File: src/rtl/core/rgbxq_pkg.sv
`default_nettype none

package rgbxq_pkg;

	// Distance weights and luma coefficients
	localparam int unsigned W_RED   = 30;
	localparam int unsigned W_GREEN = 59;
	localparam int unsigned W_BLUE  = 11;
	localparam int unsigned Y_RED   = 54;
	localparam int unsigned Y_GREEN = 183;
	localparam int unsigned Y_BLUE  = 19;
	localparam int unsigned Y_ROUND = 128;

	// Cube level thresholds
	localparam int unsigned CUBE_T1 = 48;
	localparam int unsigned CUBE_T2 = 115;
	localparam int unsigned CUBE_T3 = 155;
	localparam int unsigned CUBE_T4 = 195;
	localparam int unsigned CUBE_T5 = 235;

	// Gray ramp
	localparam int unsigned GRAY_LO     = 8;
	localparam int unsigned GRAY_HI     = 238;
	localparam int unsigned GRAY_BIAS   = 3;
	localparam int unsigned GRAY_LAST   = 23;
	localparam int unsigned GRAY_BASE   = 232;
	localparam int unsigned CUBE_BASE   = 16;
	// x/10 == (x*205)>>11 for x < 1029
	localparam int unsigned DIV10_MUL   = 205;
	localparam int unsigned DIV10_SHIFT = 11;

	localparam int unsigned PIX_W  = 8;
	localparam int unsigned LVL_W  = 3;
	localparam int unsigned STEP_W = 5;
	localparam int unsigned SQ_W   = 2 * PIX_W;
	localparam int unsigned DIST_W = 23;
	localparam int unsigned LUMA_W = 16;

	typedef logic [PIX_W-1:0]  pix_t;
	typedef logic [LVL_W-1:0]  lvl_t;
	typedef logic [STEP_W-1:0] step_t;
	typedef logic [SQ_W-1:0]   sq_t;
	typedef logic [DIST_W-1:0] dist_t;

	typedef struct packed {
		pix_t red;
		pix_t green;
		pix_t blue;
		lvl_t qr;
		lvl_t qg;
		lvl_t qb;
		pix_t luma;
	} s1_t;

	typedef struct packed {
		pix_t dcr;
		pix_t dcg;
		pix_t dcb;
		pix_t dgr;
		pix_t dgg;
		pix_t dgb;
		pix_t cube_idx;
		pix_t gray_idx;
	} s2_t;

	typedef struct packed {
		sq_t  scr;
		sq_t  scg;
		sq_t  scb;
		sq_t  sgr;
		sq_t  sgg;
		sq_t  sgb;
		pix_t cube_idx;
		pix_t gray_idx;
	} s3_t;

	typedef struct packed {
		dist_t cube_d;
		dist_t gray_d;
		pix_t  cube_idx;
		pix_t  gray_idx;
	} s4_t;

	function automatic lvl_t quant_level(input pix_t v);
		lvl_t q;
		priority if (v < PIX_W'(CUBE_T1)) q = LVL_W'(0);
		else if (v < PIX_W'(CUBE_T2)) q = LVL_W'(1);
		else if (v < PIX_W'(CUBE_T3)) q = LVL_W'(2);
		else if (v < PIX_W'(CUBE_T4)) q = LVL_W'(3);
		else if (v < PIX_W'(CUBE_T5)) q = LVL_W'(4);
		else q = LVL_W'(5);
		return q;
	endfunction

	function automatic pix_t level_value(input lvl_t q);
		pix_t v;
		unique case (q)
			LVL_W'(0): v = PIX_W'(0);
			LVL_W'(1): v = PIX_W'(95);
			LVL_W'(2): v = PIX_W'(135);
			LVL_W'(3): v = PIX_W'(175);
			LVL_W'(4): v = PIX_W'(215);
			default:   v = PIX_W'(255);
		endcase
		return v;
	endfunction

	function automatic step_t gray_step(input pix_t l);
		logic [PIX_W-1:0]  x;
		logic [2*PIX_W-1:0] p;
		step_t s;
		x = l - PIX_W'(GRAY_BIAS);
		p = (2*PIX_W)'(x) * (2*PIX_W)'(DIV10_MUL);
		priority if (l <= PIX_W'(GRAY_LO)) s = STEP_W'(0);
		else if (l >= PIX_W'(GRAY_HI)) s = STEP_W'(GRAY_LAST);
		else s = p[DIV10_SHIFT +: STEP_W];
		return s;
	endfunction

	function automatic pix_t abs_diff(input pix_t a, input pix_t b);
		return (a > b) ? (a - b) : (b - a);
	endfunction

endpackage

`default_nettype wire

File: src/rtl/core/rgb_to_xterm256_quantizer_core.sv
`default_nettype none

// RGB to xterm-256 palette quantizer.
// Input channel: in_valid / in_stall with red, green, blue (8 bits each).
// Output channel: out_valid / out_stall with palette_index (16..231 for a
// cube color, 232..255 for a gray ramp step).
// A request is taken at a clock edge with valid high and stall low.
// Five register stages: quantize + luma, candidate diffs, squares,
// weighted distances, compare/select. One pixel per cycle is sustained
// while the output is not stalled. Each stage has its own valid bit and
// loads when it is empty or the stage after it moves, so bubbles collapse
// while the output is stalled and the input keeps taking requests until
// all five stages hold data. A stalled result holds steady on the output
// until taken.
// Reset (arst_n low, asynchronous) empties all stages; no pixel state is
// kept across requests.
module rgb_to_xterm256_quantizer_core (
	input  wire logic       clk,
	input  wire logic       arst_n,
	input  wire logic       in_valid,
	output logic            in_stall,
	input  wire logic [7:0] red,
	input  wire logic [7:0] green,
	input  wire logic [7:0] blue,
	output logic            out_valid,
	input  wire logic       out_stall,
	output logic [7:0]      palette_index
);

	// Per-stage valid and ready
	logic v_s1, v_s2, v_s3, v_s4, v_s5;
	logic rdy1, rdy2, rdy3, rdy4, rdy5;

	rgbxq_pkg::s1_t   p_s1;
	rgbxq_pkg::s2_t   p_s2;
	rgbxq_pkg::s3_t   p_s3;
	rgbxq_pkg::s4_t   p_s4;
	rgbxq_pkg::pix_t  palette_index_s5;

	rgbxq_pkg::s1_t   n1;
	rgbxq_pkg::s2_t   n2;
	rgbxq_pkg::s3_t   n3;
	rgbxq_pkg::s4_t   n4;
	rgbxq_pkg::pix_t  n5;

	logic [rgbxq_pkg::LUMA_W-1:0] luma_sum;
	rgbxq_pkg::step_t             step;
	rgbxq_pkg::pix_t              gv;
	rgbxq_pkg::pix_t              lr, lg, lb;

	// A stage can load when it is empty or its content moves on
	assign rdy5 = !v_s5 || !out_stall;
	assign rdy4 = !v_s4 || rdy5;
	assign rdy3 = !v_s3 || rdy4;
	assign rdy2 = !v_s2 || rdy3;
	assign rdy1 = !v_s1 || rdy2;

	assign in_stall      = !rdy1;
	assign out_valid     = v_s5;
	assign palette_index = palette_index_s5;

	// Stage 1: cube levels and rounded luma
	always_comb begin
		luma_sum = rgbxq_pkg::LUMA_W'(rgbxq_pkg::Y_RED) * rgbxq_pkg::LUMA_W'(red)
			+ rgbxq_pkg::LUMA_W'(rgbxq_pkg::Y_GREEN) * rgbxq_pkg::LUMA_W'(green)
			+ rgbxq_pkg::LUMA_W'(rgbxq_pkg::Y_BLUE) * rgbxq_pkg::LUMA_W'(blue)
			+ rgbxq_pkg::LUMA_W'(rgbxq_pkg::Y_ROUND);
		n1.red   = red;
		n1.green = green;
		n1.blue  = blue;
		n1.qr    = rgbxq_pkg::quant_level(red);
		n1.qg    = rgbxq_pkg::quant_level(green);
		n1.qb    = rgbxq_pkg::quant_level(blue);
		n1.luma  = luma_sum[rgbxq_pkg::LUMA_W-1 -: rgbxq_pkg::PIX_W];
	end

	// Stage 2: gray step, candidate indices, channel distances
	always_comb begin
		step = rgbxq_pkg::gray_step(p_s1.luma);
		gv   = rgbxq_pkg::PIX_W'(rgbxq_pkg::GRAY_LO) + rgbxq_pkg::PIX_W'(step) * 8'd10;
		lr   = rgbxq_pkg::level_value(p_s1.qr);
		lg   = rgbxq_pkg::level_value(p_s1.qg);
		lb   = rgbxq_pkg::level_value(p_s1.qb);
		n2.dcr = rgbxq_pkg::abs_diff(p_s1.red, lr);
		n2.dcg = rgbxq_pkg::abs_diff(p_s1.green, lg);
		n2.dcb = rgbxq_pkg::abs_diff(p_s1.blue, lb);
		n2.dgr = rgbxq_pkg::abs_diff(p_s1.red, gv);
		n2.dgg = rgbxq_pkg::abs_diff(p_s1.green, gv);
		n2.dgb = rgbxq_pkg::abs_diff(p_s1.blue, gv);
		n2.cube_idx = rgbxq_pkg::PIX_W'(rgbxq_pkg::CUBE_BASE)
			+ rgbxq_pkg::PIX_W'(p_s1.qr) * 8'd36
			+ rgbxq_pkg::PIX_W'(p_s1.qg) * 8'd6
			+ rgbxq_pkg::PIX_W'(p_s1.qb);
		n2.gray_idx = rgbxq_pkg::PIX_W'(rgbxq_pkg::GRAY_BASE) + rgbxq_pkg::PIX_W'(step);
	end

	// Stage 3: squares
	always_comb begin
		n3.scr = rgbxq_pkg::SQ_W'(p_s2.dcr) * rgbxq_pkg::SQ_W'(p_s2.dcr);
		n3.scg = rgbxq_pkg::SQ_W'(p_s2.dcg) * rgbxq_pkg::SQ_W'(p_s2.dcg);
		n3.scb = rgbxq_pkg::SQ_W'(p_s2.dcb) * rgbxq_pkg::SQ_W'(p_s2.dcb);
		n3.sgr = rgbxq_pkg::SQ_W'(p_s2.dgr) * rgbxq_pkg::SQ_W'(p_s2.dgr);
		n3.sgg = rgbxq_pkg::SQ_W'(p_s2.dgg) * rgbxq_pkg::SQ_W'(p_s2.dgg);
		n3.sgb = rgbxq_pkg::SQ_W'(p_s2.dgb) * rgbxq_pkg::SQ_W'(p_s2.dgb);
		n3.cube_idx = p_s2.cube_idx;
		n3.gray_idx = p_s2.gray_idx;
	end

	// Stage 4: weighted distances (max 100*255^2, fits 23 bits)
	always_comb begin
		n4.cube_d = rgbxq_pkg::DIST_W'(rgbxq_pkg::W_RED) * rgbxq_pkg::DIST_W'(p_s3.scr)
			+ rgbxq_pkg::DIST_W'(rgbxq_pkg::W_GREEN) * rgbxq_pkg::DIST_W'(p_s3.scg)
			+ rgbxq_pkg::DIST_W'(rgbxq_pkg::W_BLUE) * rgbxq_pkg::DIST_W'(p_s3.scb);
		n4.gray_d = rgbxq_pkg::DIST_W'(rgbxq_pkg::W_RED) * rgbxq_pkg::DIST_W'(p_s3.sgr)
			+ rgbxq_pkg::DIST_W'(rgbxq_pkg::W_GREEN) * rgbxq_pkg::DIST_W'(p_s3.sgg)
			+ rgbxq_pkg::DIST_W'(rgbxq_pkg::W_BLUE) * rgbxq_pkg::DIST_W'(p_s3.sgb);
		n4.cube_idx = p_s3.cube_idx;
		n4.gray_idx = p_s3.gray_idx;
	end

	// Stage 5: gray only on a strictly smaller distance; ties go to the cube
	assign n5 = (p_s4.gray_d < p_s4.cube_d) ? p_s4.gray_idx : p_s4.cube_idx;

	// Valid bits
	always_ff @(posedge clk or negedge arst_n) begin
		if (!arst_n) begin
			v_s1 <= 1'b0;
			v_s2 <= 1'b0;
			v_s3 <= 1'b0;
			v_s4 <= 1'b0;
			v_s5 <= 1'b0;
		end else begin
			if (rdy1) v_s1 <= in_valid;
			if (rdy2) v_s2 <= v_s1;
			if (rdy3) v_s3 <= v_s2;
			if (rdy4) v_s4 <= v_s3;
			if (rdy5) v_s5 <= v_s4;
		end
	end

	// Payload, no reset
	always_ff @(posedge clk) begin
		if (rdy1) p_s1 <= n1;
		if (rdy2) p_s2 <= n2;
		if (rdy3) p_s3 <= n3;
		if (rdy4) p_s4 <= n4;
		if (rdy5) palette_index_s5 <= n5;
	end

endmodule

`default_nettype wire
File: config.mk
export PLATFORM = sky130hd
export DESIGN_NAME = rgb_to_xterm256_quantizer_core
export DESIGN_NICKNAME = d
export VERILOG_FILES = /design/src/rtl/core/rgbxq_pkg.sv /design/src/rtl/core/rgb_to_xterm256_quantizer_core.sv
export SDC_FILE = /design/constraint.sdc
export NUM_CORES = 2
export LEC_CHECK = 0
export ABC_AREA = 1
export BUFFER_PORTS_ARGS = -buffer_cell sky130_fd_sc_hd__buf_4
export CAP_MARGIN = 20
export CORE_AREA = 2 2 299 272
export CTS_BUF_LIST = sky130_fd_sc_hd__clkbuf_4
export DETAILED_ROUTE_END_ITERATION = 7
export DIE_AREA = 0 0 301 274
export PLACE_DENSITY = 0.63
export REMOVE_ABC_BUFFERS = 1
export SLEW_MARGIN = 20
export SYNTH_ARGS = -nofsm -noshare
export SYNTH_HDL_FRONTEND = slang
export SYNTH_SLANG_ARGS = --single-unit
File: constraint.sdc
create_clock -name clk -period 7.55 [get_ports clk]
set_input_delay 0.3775 -clock clk [delete_from_list [all_inputs] [get_ports clk]]
set_output_delay 0.3775 -clock clk [all_outputs]
set_load 0.005 [all_outputs]
==> results.tsv <==
metric	value	unit
FP Rows	99	
FFs w/ async S/R, synth	1.79	%
Core Area	79900	µm²
Post-Synth XOR/XNOR Area	5.74	%
Compound-Gate Fraction of Synth Area	6.33	%
setup ws final	377	ps
total track usage	19.8	%
CP Class	flip-flop to flip-flop	
met1 WL	36.6	mm
Clock Path Buffers	3	
largest family of logic cells by synthesized area	adder cells	
synthesized cell area	39300	µm²
TritonRoute pass-1 iters	6	
maxcap violations	0	
Detail Placement HPWL	66.9	mm
layout cell share with drive strength beyond 1	6.49	%
final hold violation count	0	
final worst path period share	95.0	%
crit-path max cell delay	500	ps
Peak Freq	139	MHz
crit-path most repeated cell	nand2_1	
Die Ht	274	µm
area added between synthesis and finish	7.73	%
crit-path max FO	4	
Vias/cell	4.85	
Critical Path RT	8100	ps
CP max stage cell	fa_2	
Adder-Cell Fraction of Synth Area	46.1	%
Root Driver	clkbuf_4	
routed wire length on met3	2.29	mm
Placer Congestion	0.896	
routed len/inst	14.6	µm
Initial Util	49.2	%
Post-Syn Area per Cell	9.54	µm²
Syn Inst Count	4123	
fin. max-slew vios	0	
dpl ws	-77.2	ps
Vias	26007	
first-pass GRT wire length	131	mm
Skew-Pair Late Insertion Delay	860	ps
YS warnings	0	
I/O Pins	38	
post-route ant nets	0	
Post-Synth Simple-Gate Area	9.71	%
largest net degree at the start of global routing	64	
Tightest Pin Transition	856	ps
met2 wire length	36.4	mm
Max-slew headroom	43.0	%
GRT overflow	0	
H-tree depth	3	
Sink Count	280	
multiplexer share of the synthesized area	0.490	%
Primary FF master, synth	edfxtp_1	
post-synth cell types	55	
die area	82500	µm²
drt drc	0	
Nets	5418	
setup TNS	0	ps
initial antenna violation count	1	
Final Skew	71.4	ps
top sig layer	met4	
DRT iter0 DRCs	1165	
clk slew on worst S/H paths	60	ps
HP Class	primary input to flip-flop	
Seq/Total Area, Yosys	21.3	%
Hold WS	289	ps
CTS tree	built	
Post-synth EDFFs	275	
status	finished clean	
IO Port Bufs	37	
worst endpoint data arrival time	7720	ps
Critical Path Source Type	flip-flop	
flops & latches, synth	280	
post-layout util	53.0	%
die width	301	µm
drt total wl	78.0	mm
vias in the first global route	26721	
Num CTS Buffers	79	
Worst Setup End Kind	flip-flop	
endpoints failing setup	0	
Tmin final	7170	ps
[layout by cell type (no fill, tap or decap), types with 11 or more instances in the layout]
cell	instances
dlygate4sd3_1	28
inv_1	1003
o21ai_1	14
o211ai_1	11
xnor2_1	82
nand4_1	12
nand2_2	14
nand3_1	81
buf_4	59
a21o_1	13
ha_1	647
nor3_1	11
a21oi_1	249
nor2_1	173
fa_1	495
a31oi_1	13
o21bai_1	11
clkinv_1	12
edfxtp_1	275
nand2_1	552
o21ai_0	93
inv_2	14
clkbuf_4	110
xor2_1	170
[metrics by stage]
step	cells	instance area, µm²
2_1_floorplan	4071	39100
3_3_place_gp	5184	40900
6_report	5357	42400
5_1_grt	5357	42400
4_1_cts	5350	42200
3_5_place_dp	5184	40900
[cell type report]
class / count / area, µm²
Timing Repair Buffer: 87 / 723
Clock inverter: 28 / 198
Clock buffer: 110 / 826
Fill cell: 7294 / 37500
Inverter: 1020 / 3850
Tap cell: 1060 / 1330
Sequential cell: 280 / 8380
Antenna cell: 1 / 2.50
Multi-Input combinational cell: 2771 / 27100
[worst paths after layout]
check / start / to / slack [ps] / cells after the start
max: p_s1[1] / p_s2[23] / 380 / 43
min: red[1] / p_s1[34] / 290 / 2
max reg2reg: p_s1[1] / p_s2[23] / 380 / 43
min reg2reg: n3[15] / n4[15] / 410 / 0
max in group asynchronous: arst_n / v_s4 / 6800 / 3
min in group asynchronous: arst_n / v_s2 / 530 / 3
[cells in the mapped netlist, drive strengths merged (3+ instances only)]
cell type / count / area (µm²)
o21ai: 107 / 536
a211oi: 6 / 50.1
nand3b: 3 / 22.5
o21bai: 13 / 97.6
edfxtp: 275 / 8260
a21oi: 251 / 1260
ha: 655 / 8200
o2111ai: 4 / 35.0
a21boi: 8 / 60.1
nand2: 578 / 2310
mux2i: 8 / 80.1
mux2: 10 / 113
xnor2: 84 / 743
xor2: 173 / 1520
fa: 496 / 9930
inv: 1019 / 3820
clkbuf: 59 / 221
nor2: 176 / 663
a31oi: 13 / 81.3
nand3: 86 / 493
a21o: 13 / 97.6
nor3: 11 / 55.1
o221ai: 5 / 43.8
dfrtp: 5 / 125
nand4: 18 / 176
o21a: 7 / 52.6
or2: 6 / 37.5
nor4: 3 / 18.8
o31ai: 5 / 37.5
o211ai: 11 / 82.6
[flip-flops by register name, indices dropped and copies added (netlist names)]
name	cells
out_valid	1
v_s2	1
v_s1	1
p_s4	60
p_s2	48
p_s3	90
n3	14
v_s3	1
v_s4	1
palette_index	8
p_s1	41
n4	14
[routing by layer]
layer  GRT usage [%]  up-vias
met4            7.10        0
met3            2.31      128
met2            32.7      342
met5               0        -
met1            26.9    12355
li1                -    13182
[critical path: cells and delay by family (launching register included)]
kind,cells,cell delay (ps)
compound gates,1,120
xor+xnor,3,710
fa+ha+maj,10,3300
buf+inv,11,700
flops,1,440
simple gates,18,1620
[timing repair]
item                                    CTS  global route
endpoints found under the hold margin    37             0
buffers inserted                          0             6
resized for setup                         3            35
gates cloned                              0             0
endpoints found under the setup margin   21            21
pin swaps                                 1            22
hold buffers                             28             0
[logic make-up after synthesis]
kind of cell,Yosys count
AOI/OAI and AO/OA,449
xor gates and xnor gates,257
adders and majority gates,1151
buffers and inverters,1081
DFF,280
muxes,18
other,1
and+or+nand+nor,886
Power is not shown: default switching activity piles up to over one toggle a cycle in this logic, so the estimate is an artifact.
